<file path="config.mk">
export PLATFORM = sky130hd
export DESIGN_NAME = deadband_threshold_change_detector_flat
export DESIGN_NICKNAME = d
export VERILOG_FILES = /design/src/rtl/dtcd_pkg.sv /design/src/rtl/dtcd_if.sv /design/src/rtl/dtcd_cfg_regs.sv /design/src/rtl/dtcd_eval.sv /design/src/rtl/deadband_threshold_change_detector.sv /design/src/flat_wrapper.sv
export SDC_FILE = /design/constraint.sdc
export NUM_CORES = 1
export LEC_CHECK = 0
export BUFFER_PORTS_ARGS = -buffer_cell sky130_fd_sc_hd__buf_2
export CORE_MARGIN = 4
export CORE_UTILIZATION = 60
export CTS_BUF_LIST = sky130_fd_sc_hd__clkbuf_16
export DETAILED_ROUTE_END_ITERATION = 8
export PLACE_DENSITY_LB_ADDON = 0.3
export SLEW_MARGIN = 20
export SYNTH_ARGS = -nofsm -noshare
export SYNTH_HDL_FRONTEND = slang
export SYNTH_SLANG_ARGS = --single-unit
</file>
<file path="constraint.sdc">
create_clock -name clk -period 17.8 [get_ports clk]
set_input_delay 0.89 -clock clk [delete_from_list [all_inputs] [get_ports clk]]
set_output_delay 0.89 -clock clk [all_outputs]
set_load 0.02 [all_outputs]
</file>
<file path="src/rtl/dtcd_pkg.sv">
// ----------------------------------------------------------------------------
// dtcd_pkg
// Shared constants and types for the deadband threshold change detector:
// result codes, opcodes, register indexes and the configuration record.
// ----------------------------------------------------------------------------
package dtcd_pkg;

    // default sample width, signed q16.16
    localparam int SAMPLE_WIDTH_DEF = 32;

    // fixed field widths
    localparam int LIMIT_W     = 32;
    localparam int DEAD_BAND_W = 31;
    localparam int SEV_W       = 3;
    localparam int TIME_W      = 32;
    localparam int CODE_W      = 2;

    // configuration port
    localparam int CFG_ADDR_W = 3;
    localparam int CFG_DATA_W = 32;

    // register indexes
    localparam logic [CFG_ADDR_W-1:0] REG_HIGH_LIMIT        = 3'd0;
    localparam logic [CFG_ADDR_W-1:0] REG_HIGH_LIMIT_ENABLE = 3'd1;
    localparam logic [CFG_ADDR_W-1:0] REG_LOW_LIMIT         = 3'd2;
    localparam logic [CFG_ADDR_W-1:0] REG_LOW_LIMIT_ENABLE  = 3'd3;
    localparam logic [CFG_ADDR_W-1:0] REG_DEAD_BAND         = 3'd4;
    localparam logic [CFG_ADDR_W-1:0] REG_SEVERITY_LEVEL    = 3'd5;

    // request opcodes
    localparam logic OP_SAMPLE = 1'b0;
    localparam logic OP_CLEAR  = 1'b1;

    // result codes
    localparam logic [CODE_W-1:0] CODE_NONE   = 2'd0;
    localparam logic [CODE_W-1:0] CODE_MEAS   = 2'd1;
    localparam logic [CODE_W-1:0] CODE_HEALTH = 2'd2;

    // configuration record
    typedef struct packed {
        logic [LIMIT_W-1:0]     high_limit;
        logic                   high_limit_enable;
        logic [LIMIT_W-1:0]     low_limit;
        logic                   low_limit_enable;
        logic [DEAD_BAND_W-1:0] dead_band;
        logic [SEV_W-1:0]       severity_level;
    } cfg_t;

    // store update controls from the evaluation logic
    typedef struct packed {
        logic store;
        logic clear;
    } upd_t;

endpackage

</file>
<file path="src/rtl/dtcd_if.sv">
// ----------------------------------------------------------------------------
// dtcd interfaces
// Valid/ready channels for sample requests, results and configuration writes.
// ----------------------------------------------------------------------------
interface dtcd_in_if #(
    parameter int SAMPLE_WIDTH = dtcd_pkg::SAMPLE_WIDTH_DEF
);
    logic                           valid;
    logic                           ready;
    logic                           opcode;
    logic                           read_ok;
    logic signed [SAMPLE_WIDTH-1:0] sample;
    logic [dtcd_pkg::TIME_W-1:0]    now_ms;

    modport source (output valid, output opcode, output read_ok, output sample,
                    output now_ms, input ready);
    modport sink   (input valid, input opcode, input read_ok, input sample,
                    input now_ms, output ready);
endinterface

interface dtcd_out_if #(
    parameter int SAMPLE_WIDTH = dtcd_pkg::SAMPLE_WIDTH_DEF
);
    logic                           valid;
    logic                           ready;
    logic [dtcd_pkg::CODE_W-1:0]    result_code;
    logic                           above_limit;
    logic signed [SAMPLE_WIDTH:0]   change;
    logic signed [SAMPLE_WIDTH-1:0] sample_echo;
    logic [dtcd_pkg::SEV_W-1:0]     severity_out;

    modport source (output valid, output result_code, output above_limit,
                    output change, output sample_echo, output severity_out,
                    input ready);
    modport sink   (input valid, input result_code, input above_limit,
                    input change, input sample_echo, input severity_out,
                    output ready);
endinterface

interface dtcd_cfg_if;
    logic                            valid;
    logic                            ready;
    logic [dtcd_pkg::CFG_ADDR_W-1:0] index;
    logic [dtcd_pkg::CFG_DATA_W-1:0] data;

    modport source (output valid, output index, output data, input ready);
    modport sink   (input valid, input index, input data, output ready);
endinterface

</file>
<file path="src/rtl/dtcd_cfg_regs.sv">
// ----------------------------------------------------------------------------
// dtcd_cfg_regs
// Configuration register file: limits, limit enables, deadband and severity.
// ----------------------------------------------------------------------------
module dtcd_cfg_regs (
    input  logic             clk,
    input  logic             rst_n,
    dtcd_cfg_if.sink         cfg,
    output dtcd_pkg::cfg_t   cfg_regs
);

    dtcd_pkg::cfg_t cfg_reg;

    // writes are always taken
    assign cfg.ready = 1'b1;
    assign cfg_regs  = cfg_reg;

    // register writes, unknown indexes ignored
    always_ff @(posedge clk or negedge rst_n)
    begin
        if (!rst_n)
        begin
            cfg_reg <= '0;
        end
        else if (cfg.valid)
        begin
            case (cfg.index)
                dtcd_pkg::REG_HIGH_LIMIT:
                    cfg_reg.high_limit <= cfg.data[dtcd_pkg::LIMIT_W-1:0];
                dtcd_pkg::REG_HIGH_LIMIT_ENABLE:
                    cfg_reg.high_limit_enable <= cfg.data[0];
                dtcd_pkg::REG_LOW_LIMIT:
                    cfg_reg.low_limit <= cfg.data[dtcd_pkg::LIMIT_W-1:0];
                dtcd_pkg::REG_LOW_LIMIT_ENABLE:
                    cfg_reg.low_limit_enable <= cfg.data[0];
                dtcd_pkg::REG_DEAD_BAND:
                    cfg_reg.dead_band <= cfg.data[dtcd_pkg::DEAD_BAND_W-1:0];
                dtcd_pkg::REG_SEVERITY_LEVEL:
                    cfg_reg.severity_level <= cfg.data[dtcd_pkg::SEV_W-1:0];
                default:
                begin
                end
            endcase
        end
    end

endmodule

</file>
<file path="src/rtl/dtcd_eval.sv">
// ----------------------------------------------------------------------------
// dtcd_eval
// Evaluation of one sample request against the limits and the stored reading.
// ----------------------------------------------------------------------------
module dtcd_eval #(
    parameter int SAMPLE_WIDTH = dtcd_pkg::SAMPLE_WIDTH_DEF
) (
    input  dtcd_pkg::cfg_t                cfg_regs,
    input  logic                          opcode,
    input  logic                          read_ok,
    input  logic signed [SAMPLE_WIDTH-1:0] sample,
    input  logic                          present,
    input  logic signed [SAMPLE_WIDTH-1:0] stored,
    output logic [dtcd_pkg::CODE_W-1:0]   result_code,
    output logic                          above_limit,
    output logic signed [SAMPLE_WIDTH:0]  change,
    output dtcd_pkg::upd_t                upd
);

    localparam int CHANGE_W = SAMPLE_WIDTH + 1;
    localparam int MAG_W    = (CHANGE_W > dtcd_pkg::DEAD_BAND_W) ?
                              CHANGE_W : dtcd_pkg::DEAD_BAND_W;

    logic signed [CHANGE_W-1:0] diff;
    logic [CHANGE_W-1:0]        mag;
    logic [MAG_W-1:0]           mag_ext;
    logic [MAG_W-1:0]           band_ext;
    logic                       hit_high;
    logic                       hit_low;
    logic                       below_band;

    // exact difference against the stored reading
    always_comb
    begin
        diff = CHANGE_W'(sample) - CHANGE_W'(stored);
        if (!present)
        begin
            diff = '0;
        end
    end

    // magnitude against the deadband
    assign mag        = diff[CHANGE_W-1] ? CHANGE_W'(-diff) : CHANGE_W'(diff);
    assign mag_ext    = MAG_W'(mag);
    assign band_ext   = MAG_W'(cfg_regs.dead_band);
    assign below_band = (cfg_regs.dead_band != '0) && (mag_ext < band_ext);

    // limit checks, both sides sign extended by the compare
    assign hit_high = cfg_regs.high_limit_enable &&
                      (sample >= $signed(cfg_regs.high_limit));
    assign hit_low  = cfg_regs.low_limit_enable &&
                      (sample <= $signed(cfg_regs.low_limit));

    // decision, upper limit wins over lower
    always_comb
    begin
        result_code = dtcd_pkg::CODE_NONE;
        above_limit = 1'b0;
        change      = diff;
        upd         = '0;
        if (opcode == dtcd_pkg::OP_CLEAR)
        begin
            change    = '0;
            upd.clear = 1'b1;
        end
        else if (!read_ok)
        begin
            change = '0;
        end
        else if (hit_high)
        begin
            result_code = dtcd_pkg::CODE_HEALTH;
            above_limit = 1'b1;
            upd.store   = 1'b1;
        end
        else if (hit_low)
        begin
            result_code = dtcd_pkg::CODE_HEALTH;
            upd.store   = 1'b1;
        end
        else if (!present || !below_band)
        begin
            result_code = dtcd_pkg::CODE_MEAS;
            upd.store   = 1'b1;
        end
    end

endmodule

</file>
<file path="src/rtl/deadband_threshold_change_detector.sv">
// ----------------------------------------------------------------------------
// deadband_threshold_change_detector
// Single channel report-by-exception detector with alarm limits and deadband.
// ----------------------------------------------------------------------------
// usage
//   in_ch  : sample requests (opcode, read_ok, sample, now_ms), valid/ready
//   out_ch : one result per request (code, above_limit, change, echo,
//            severity), valid/ready
//   cfg    : register writes (index, data), always ready; write only while
//            no request is in flight
// timing
//   a request taken at one edge sits in the input register, is evaluated
//   and lands in the result register at the next edge: the result is valid
//   one cycle after acceptance. one request per cycle is sustained; the
//   stored reading is updated in the same cycle a request is evaluated, so
//   the next request sees it straight away.
// reset
//   configuration clears to zero (limits off, deadband off), store empty
// stall
//   while out_ch is stalled the result holds; one more request is taken into
//   the input register, after which in_ch.ready drops until the result goes
// ----------------------------------------------------------------------------
module deadband_threshold_change_detector #(
    parameter int SAMPLE_WIDTH = dtcd_pkg::SAMPLE_WIDTH_DEF
) (
    input  logic      clk,
    input  logic      rst_n,
    dtcd_in_if.sink   in_ch,
    dtcd_out_if.source out_ch,
    dtcd_cfg_if.sink  cfg
);

    dtcd_pkg::cfg_t cfg_regs;

    // input register
    logic                           s1_valid_reg;
    logic                           s1_opcode_reg;
    logic                           s1_read_ok_reg;
    logic signed [SAMPLE_WIDTH-1:0] s1_sample_reg;
    logic [dtcd_pkg::TIME_W-1:0]    s1_now_reg;

    // result register
    logic                           res_valid_reg;
    logic [dtcd_pkg::CODE_W-1:0]    res_code_reg;
    logic                           res_above_reg;
    logic signed [SAMPLE_WIDTH:0]   res_change_reg;
    logic signed [SAMPLE_WIDTH-1:0] res_echo_reg;
    logic [dtcd_pkg::SEV_W-1:0]     res_sev_reg;

    // stored reading
    logic                           present_reg;
    logic signed [SAMPLE_WIDTH-1:0] stored_reg;
    logic [dtcd_pkg::TIME_W-1:0]    event_time_reg;

    // evaluation outputs
    logic [dtcd_pkg::CODE_W-1:0]    ev_code;
    logic                           ev_above;
    logic signed [SAMPLE_WIDTH:0]   ev_change;
    dtcd_pkg::upd_t                 ev_upd;

    logic res_free;
    logic advance;
    logic take;

    dtcd_cfg_regs u_cfg (
        .clk      (clk),
        .rst_n    (rst_n),
        .cfg      (cfg),
        .cfg_regs (cfg_regs)
    );

    dtcd_eval #(
        .SAMPLE_WIDTH (SAMPLE_WIDTH)
    ) u_eval (
        .cfg_regs    (cfg_regs),
        .opcode      (s1_opcode_reg),
        .read_ok     (s1_read_ok_reg),
        .sample      (s1_sample_reg),
        .present     (present_reg),
        .stored      (stored_reg),
        .result_code (ev_code),
        .above_limit (ev_above),
        .change      (ev_change),
        .upd         (ev_upd)
    );

    // pipeline flow
    assign res_free    = !res_valid_reg || out_ch.ready;
    assign advance     = s1_valid_reg && res_free;
    assign in_ch.ready = !s1_valid_reg || res_free;
    assign take        = in_ch.valid && in_ch.ready;

    // valid flags
    always_ff @(posedge clk or negedge rst_n)
    begin
        if (!rst_n)
        begin
            s1_valid_reg  <= 1'b0;
            res_valid_reg <= 1'b0;
        end
        else
        begin
            if (in_ch.ready)
            begin
                s1_valid_reg <= in_ch.valid;
            end
            if (res_free)
            begin
                res_valid_reg <= s1_valid_reg;
            end
        end
    end

    // input payload capture
    always_ff @(posedge clk)
    begin
        if (take)
        begin
            s1_opcode_reg  <= in_ch.opcode;
            s1_read_ok_reg <= in_ch.read_ok;
            s1_sample_reg  <= in_ch.sample;
            s1_now_reg     <= in_ch.now_ms;
        end
    end

    // result payload capture
    always_ff @(posedge clk)
    begin
        if (advance)
        begin
            res_code_reg   <= ev_code;
            res_above_reg  <= ev_above;
            res_change_reg <= ev_change;
            res_echo_reg   <= s1_sample_reg;
            res_sev_reg    <= cfg_regs.severity_level;
        end
    end

    // store update as each request is evaluated
    always_ff @(posedge clk or negedge rst_n)
    begin
        if (!rst_n)
        begin
            present_reg    <= 1'b0;
            stored_reg     <= '0;
            event_time_reg <= '0;
        end
        else if (advance)
        begin
            if (ev_upd.clear)
            begin
                present_reg    <= 1'b0;
                stored_reg     <= '0;
                event_time_reg <= '0;
            end
            else if (ev_upd.store)
            begin
                present_reg    <= 1'b1;
                stored_reg     <= s1_sample_reg;
                event_time_reg <= s1_now_reg;
            end
        end
    end

    // result channel
    assign out_ch.valid        = res_valid_reg;
    assign out_ch.result_code  = res_code_reg;
    assign out_ch.above_limit  = res_above_reg;
    assign out_ch.change       = res_change_reg;
    assign out_ch.sample_echo  = res_echo_reg;
    assign out_ch.severity_out = res_sev_reg;

endmodule
</file>
<file path="src/flat_wrapper.sv">
// flat-port wrapper written by rule: the top's interface ports become plain ports
module deadband_threshold_change_detector_flat 
#(
    parameter int SAMPLE_WIDTH = dtcd_pkg::SAMPLE_WIDTH_DEF
)
  (clk, rst_n, in_ch_valid, in_ch_opcode, in_ch_read_ok, in_ch_sample, in_ch_now_ms, in_ch_ready, out_ch_valid, out_ch_result_code, out_ch_above_limit, out_ch_change, out_ch_sample_echo, out_ch_severity_out, out_ch_ready, cfg_valid, cfg_index, cfg_data, cfg_ready);
  dtcd_in_if #(.SAMPLE_WIDTH(SAMPLE_WIDTH)) in_ch_i ();
  dtcd_out_if #(.SAMPLE_WIDTH(SAMPLE_WIDTH)) out_ch_i ();
  dtcd_cfg_if cfg_i ();
  input  logic clk;
  input  logic rst_n;
  input wire logic [$bits(in_ch_i.valid)-1:0] in_ch_valid;
  input wire logic [$bits(in_ch_i.opcode)-1:0] in_ch_opcode;
  input wire logic [$bits(in_ch_i.read_ok)-1:0] in_ch_read_ok;
  input wire logic [$bits(in_ch_i.sample)-1:0] in_ch_sample;
  input wire logic [$bits(in_ch_i.now_ms)-1:0] in_ch_now_ms;
  output wire logic [$bits(in_ch_i.ready)-1:0] in_ch_ready;
  output wire logic [$bits(out_ch_i.valid)-1:0] out_ch_valid;
  output wire logic [$bits(out_ch_i.result_code)-1:0] out_ch_result_code;
  output wire logic [$bits(out_ch_i.above_limit)-1:0] out_ch_above_limit;
  output wire logic [$bits(out_ch_i.change)-1:0] out_ch_change;
  output wire logic [$bits(out_ch_i.sample_echo)-1:0] out_ch_sample_echo;
  output wire logic [$bits(out_ch_i.severity_out)-1:0] out_ch_severity_out;
  input wire logic [$bits(out_ch_i.ready)-1:0] out_ch_ready;
  input wire logic [$bits(cfg_i.valid)-1:0] cfg_valid;
  input wire logic [$bits(cfg_i.index)-1:0] cfg_index;
  input wire logic [$bits(cfg_i.data)-1:0] cfg_data;
  output wire logic [$bits(cfg_i.ready)-1:0] cfg_ready;
  assign in_ch_i.valid = in_ch_valid;
  assign in_ch_i.opcode = in_ch_opcode;
  assign in_ch_i.read_ok = in_ch_read_ok;
  assign in_ch_i.sample = in_ch_sample;
  assign in_ch_i.now_ms = in_ch_now_ms;
  assign in_ch_ready = in_ch_i.ready;
  assign out_ch_valid = out_ch_i.valid;
  assign out_ch_result_code = out_ch_i.result_code;
  assign out_ch_above_limit = out_ch_i.above_limit;
  assign out_ch_change = out_ch_i.change;
  assign out_ch_sample_echo = out_ch_i.sample_echo;
  assign out_ch_severity_out = out_ch_i.severity_out;
  assign out_ch_i.ready = out_ch_ready;
  assign cfg_i.valid = cfg_valid;
  assign cfg_i.index = cfg_index;
  assign cfg_i.data = cfg_data;
  assign cfg_ready = cfg_i.ready;
  deadband_threshold_change_detector #(.SAMPLE_WIDTH(SAMPLE_WIDTH)) u_core (.clk(clk), .rst_n(rst_n), .in_ch(in_ch_i), .out_ch(out_ch_i), .cfg(cfg_i));
endmodule
</file>
Word level (Yosys, flattened, before mapping):

Cells that the tools add are included.

* $lt $le $gt $ge: 3
* $add $sub $neg: 2
* bitwise gates (word level): 1
* reductions and logical operators: 24
* equality and inequality tests: 5
* mux-type cells: 16

Operators by type and width (count)
* $mux 33: 2
* $mux 32: 2
* $lt 33x31->1: 1
* $neg 33->33: 1
* $sub 32x32->33: 1
* $ge 32x32->1: 1
* $le 32x32->1: 1
* $reduce_bool 31->1: 1
* $reduce_and 2->1: 7
* $mux 1: 10
* $eq 3x2->1 const B: 2
* $eq 3x3->1 const B: 2
* $logic_and 1x1->1: 5
* $logic_not 1->1: 4
* $mux 2: 2
* $reduce_or 4->1: 1
* $eq 3x1->1 const B: 1
* $logic_not 3->1: 1
* $logic_or 1x1->1: 3
* $reduce_bool 2->1: 1
* $reduce_or 2->1: 1
* $not 1->1: 1

* output and inout bits: 74
* word-level logic and storage cells: 70
* flip-flop bits (word level): 240

Logic depth before layout (Yosys ltp):

* depth in word-level cells: 15
* mapped depth: 31
* mapped depth without buffers: 29

Modules after synthesis:

A second synthesis with hierarchy kept.

* cell total of the unflattened synthesis: 1287
* area total of the unflattened synthesis: 14480.1 um^2

By module, submodules not included
* dtcd_eval: times used 1, cells each 848, area each 5768.0 um^2
* deadband_threshold_change_detector: times used 1, cells each 221, area each 4885.9 um^2
* dtcd_cfg_regs: times used 1, cells each 218, area each 3826.2 um^2

Worst setup path after synthesis:

Ideal clock, no wire load.

* kind: register -> register
* start: reg u_core.present_reg
* end: reg u_core.stored_reg[19]
* period minus slack after synthesis: 5998 ps
* required time: 17679 ps
* stages on the path, launching flop included: 32
* data arrival time: 5877 ps
* setup slack: 11802 ps
* path buffers: 7
* library setup time: 121 ps
* cell sequence: dfrtp_1 -> clkbuf_1 -> buf_1 -> clkbuf_1 -> buf_1 -> clkbuf_1 -> nand2_1 -> ha_1 -> nor2b_1 -> a41o_1 -> nand3_1 -> a211oi_1 -> nand3_1 -> nor2_1 -> a31oi_1 -> xor2_1 -> nor2_1 -> ha_1 -> nand4_1 -> or2_2 -> a211oi_1 -> o21ai_0 -> nand3_1 -> a41oi_1 -> nand4bb_1 -> mux2i_1 -> or3_4 -> a21oi_4 -> o21ai_2 -> buf_6 -> buf_6 -> a22o_1

* word-level cells in the longest chain between the ends: 14
* elaborated cells on any way between the ends: 15

Ends and longest elaborated chain
* from (decl): line deadband_threshold_change_detector.sv:51 `logic present_reg;`
* from (signal assigned): line deadband_threshold_change_detector.sv:144 `present_reg <= 1'b0;`
* from (signal assigned): line deadband_threshold_change_detector.sv:152 `present_reg <= 1'b0;`
* from (signal assigned): line deadband_threshold_change_detector.sv:158 `present_reg <= 1'b1;`
* $mux 33: line dtcd_eval.sv:36 `if (!present)`
* $neg 33->33: line dtcd_eval.sv:43 `assign mag = diff[CHANGE_W-1] ? CHANGE_W'(-diff) : CHANGE_W'(diff);`
* $mux 33: line dtcd_eval.sv:43
* $lt 33x31->1: line dtcd_eval.sv:46 `assign below_band = (cfg_regs.dead_band != '0) && (mag_ext < band_ext);`
* $logic_and 1x1->1: line dtcd_eval.sv:46
* $logic_not 1->1: line dtcd_eval.sv:81 `else if (!present || !below_band)`
* $logic_or 1x1->1 (*): line dtcd_eval.sv:81
* $mux 1 (*): line dtcd_eval.sv:81
* $mux 1 (*): line dtcd_eval.sv:76 `else if (hit_low)`
* $mux 1 (*): line dtcd_eval.sv:70 `else if (hit_high)`
* $mux 1 (*): line dtcd_eval.sv:66 `else if (!read_ok)`
* $mux 1 (*): line dtcd_eval.sv:61 `if (opcode == dtcd_pkg::OP_CLEAR)`
* $reduce_bool 2->1 (no source line) (*)
* $reduce_and 2->1 (no source line) (*)
* to (signal assigned): line deadband_threshold_change_detector.sv:159 `stored_reg <= s1_sample_reg;`
* to (decl): line deadband_threshold_change_detector.sv:52 `logic signed [SAMPLE_WIDTH-1:0] stored_reg;`

Mark *: on every way between the ends. The rest lies on a longest branch, timed or not.
A chain may end at the register's enable or synchronous reset.

Worst setup path after layout:

* start: reg u_core.s1_sample_reg[0]
* end: reg u_core.stored_reg[15]

* word-level cells in the longest chain between the ends: 15
* elaborated cells on any way between the ends: 19

Ends and longest elaborated chain
* from (decl): line deadband_threshold_change_detector.sv:39 `logic signed [SAMPLE_WIDTH-1:0] s1_sample_reg;`
* from (signal assigned): line deadband_threshold_change_detector.sv:121 `s1_sample_reg <= in_ch.sample;`
* $sub 32x32->33: line dtcd_eval.sv:35 `diff = CHANGE_W'(sample) - CHANGE_W'(stored);`
* $mux 33: line dtcd_eval.sv:36
* $neg 33->33: line dtcd_eval.sv:43
* $mux 33: line dtcd_eval.sv:43
* $lt 33x31->1: line dtcd_eval.sv:46
* $logic_and 1x1->1: line dtcd_eval.sv:46
* $logic_not 1->1: line dtcd_eval.sv:81
* $logic_or 1x1->1: line dtcd_eval.sv:81
* $mux 1: line dtcd_eval.sv:81
* $mux 1: line dtcd_eval.sv:76
* $mux 1 (*): line dtcd_eval.sv:70
* $mux 1 (*): line dtcd_eval.sv:66
* $mux 1 (*): line dtcd_eval.sv:61
* $reduce_bool 2->1 (no source line) (*)
* $reduce_and 2->1 (no source line) (*)

Marks and branches as above.

==> impl_results.md <==
* Syn Inst Count at 1394
* Max Clock Skew at 0.01688 ns
* Relative slew slack at 42.71%
* Ys Warns at 0
* Mapped Area at 13930 um^2
* Initial Util at 61.34%
* Vias in the first global route at 10680
* Global-route wire length before repair at 57.31 mm
* Row count at 55
* Antenna Nets Post-Route at 0
* Layout Nets at 1756
* Top cell type's share of synthesized area at 24.25%
* Share of post-route cells with drive strength above 1 at 14.72%
* Tightest Pin Transition at 0.8593 ns
* CP Class: flop to flop
* Vert. Die Dim at 160.4 um
* Antenna cells at 0
* Global route overflow at 0
* Largest net degree at the start of global routing at 71
* Max FFs per register at 100
* Post-CTS Resized at 0
* RSZ-0062 raised after global routing: no
* Clock Tree Buf Depth at 3
* Most frequent CP cell: nand3_1
* Top post-synthesis cells by count: nand2_1, inv_1, dfrtp_1, ha_1, o21ai_0
* Crit path time final at 7.370 ns
* Register bit total from synthesis at 240
* Yosys cell types at 83
* Pwr Density at 129.9 nW/um^2
* Count of final setup violators at 0
* CTS sink cnt at 240
* Max-cap violations at 0
* Detailed-route DRC error count at 0
* GRT Util Overall at 27.57%
* Status: finished, final reports clean
* Total power at 2.044 mW
* Post-DR vias/cell at 6.060
* Drt wl/cell at 19.63 um
* Leak at 7.053 nW
* Root buf cell: clkbuf_16
* Port Buffers at 146
* Setup total negative slack at 0 ns
* Post-CTS setup buffer count at 0
* Critical-path top delay cell: or3_4
* Place WS at 10.35 ns
* Required time worst endpoint at 18.21 ns
* Most frequent cell after synthesis: nand2_1
* Max stage delay on crit path at 0.44 ns
* Max IR drop VDD at 82.64 uV
* Final RePlAce weighted congestion at 0.9473
* Post-synth EDFFs at 105
* WL final at 35.87 mm
* Worst setup SP type: flop
* Top post-synthesis cells by area: dfrtp_1, edfxtp_1, ha_1, o21ai_0, nand2_1
* Hold Crit Class: input pin to asynchronous set/reset pin
* Initial antenna violation count at 0
* Register area share after synthesis at 46.89%
* Net Count, Synth at 1628
* Worst Setup End Kind: flop
* CP max FO at 29
* Post-route cell area at 15730 um^2
* Share of flip-flops with an asynchronous set or reset at 56.25%
* Dominant synthesized flop cell: dfrtp_1
* Mapped Avg Cell Area at 9.993 um^2
* First-pass detailed-route iteration total at 7
* Final Hold Viols at 0
* # hold bufs at CTS at 0
* Vias at 11070
* CTS tree: yes
* CORE AREA at 22710 um^2
* Clk slew on worst S/H paths at 0.06 ns
* Critical path arrival at 7.78 ns
* Dpl cell area at 14880 um^2
* Post-DP HPWL at 26.46 mm
* Clk_lat worst skew at 0.54 ns
* Final hold slack at 0.3459 ns
* Number of CTS-inserted buffers at 26
* CTS HTree Levels at 1
* Non-filler cells, final at 1827
* Area Growth Syn to Fin at 12.93%
* Drt first-iter violations at 1013
* Fmax at 135.7 MHz
* Placed insts at 1779
* Core Util, Final at 69.27%
* Die ar. at 25720 um^2
* Top cell type by total area after synthesis: dfrtp_1
* Tcrit/Tclk final at 41.41%
* Final WS setup at 10.43 ns
* Slew Limit Fails at 0
* # IOs at 180
* Die X-Extent at 160.4 um
worst paths after layout:
check / end / startpoint / cells after the start / slack, ns
setup / recovery: u_core.stored_reg[15] / u_core.s1_sample_reg[0] / 28 / 10.43
hold / removal: u_core.stored_reg[28] / rst_n / 1 / 0.35
setup reg to reg: u_core.stored_reg[15] / u_core.s1_sample_reg[0] / 28 / 10.43
hold reg to reg: u_core.out_ch.severity_out[2] / u_core.u_cfg.cfg_regs[2] / 0 / 0.44
max in group asynchronous: u_core.u_cfg.cfg_regs[72] / rst_n / 2 / 16.13
min in group clk: u_core.out_ch.severity_out[2] / u_core.u_cfg.cfg_regs[2] / 0 / 0.44
layout by cell type, fill, tap and decap left out, types with 18 or more instances in the layout:
| master | count |
|---|---|
| xnor2_1 | 28 |
| nand2b_1 | 20 |
| a21oi_1 | 68 |
| buf_2 | 145 |
| ha_1 | 127 |
| dfrtp_1 | 135 |
| a22o_1 | 30 |
| clkbuf_16 | 27 |
| nand2_1 | 153 |
| edfxtp_1 | 105 |
| a21o_1 | 42 |
| inv_1 | 146 |
| nor2_1 | 69 |
| nand3_1 | 18 |
| o21ai_0 | 126 |
| nand4_1 | 30 |
layout make-up:
cell class	instances	area, um^2
clock buffers	27	675.6
clock inverters	21	170.2
fillers	1705	6979
inverters	136	510.5
multi-input cells	963	6681
flip-flops and latches	240	6531
well taps	285	356.6
repair buffers	155	804.5
report_power, final:
group          total (mW)  internal (mW)  switching [mW]
clock network       0.535          0.317           0.219
registers           0.714          0.670          0.0436
logic               0.794          0.301           0.493
total                2.04           1.29           0.756
worst max-delay path, delay by kind of cell (launching register included):
kind	cells	cell delay [ns]
AOI/OAI and AO/OA	11	2.91
xor gates and xnor gates	2	0.63
adders and majority gates	3	0.98
buffers and inverters	2	0.29
DFF	1	0.41
muxes	1	0.08
and+or+nand+nor	9	1.92
per-layer routing:
metal  GRT usage (%)  part of all wire, %
met1           40.91                   45
met2           43.78                   45
met3           3.900                  8.0
met4           5.866                  1.9
met5               0                    0
cell families after synthesis:
| family | count (synthesis) | share of synthesized area (%) |
|---|---|---|
| XOR/XNOR | 39 | 2.452 |
| AND/OR/NAND/NOR | 396 | 14.19 |
| other | 1 | 0.02692 |
| buffers and inverters | 191 | 5.434 |
| multiplexers | 20 | 1.554 |
| adder cells (fa/ha/maj) | 128 | 11.55 |
| AO/OA/AOI/OAI | 379 | 17.90 |
| flip-flops | 240 | 46.89 |
(Power assumes the default switching activity.)
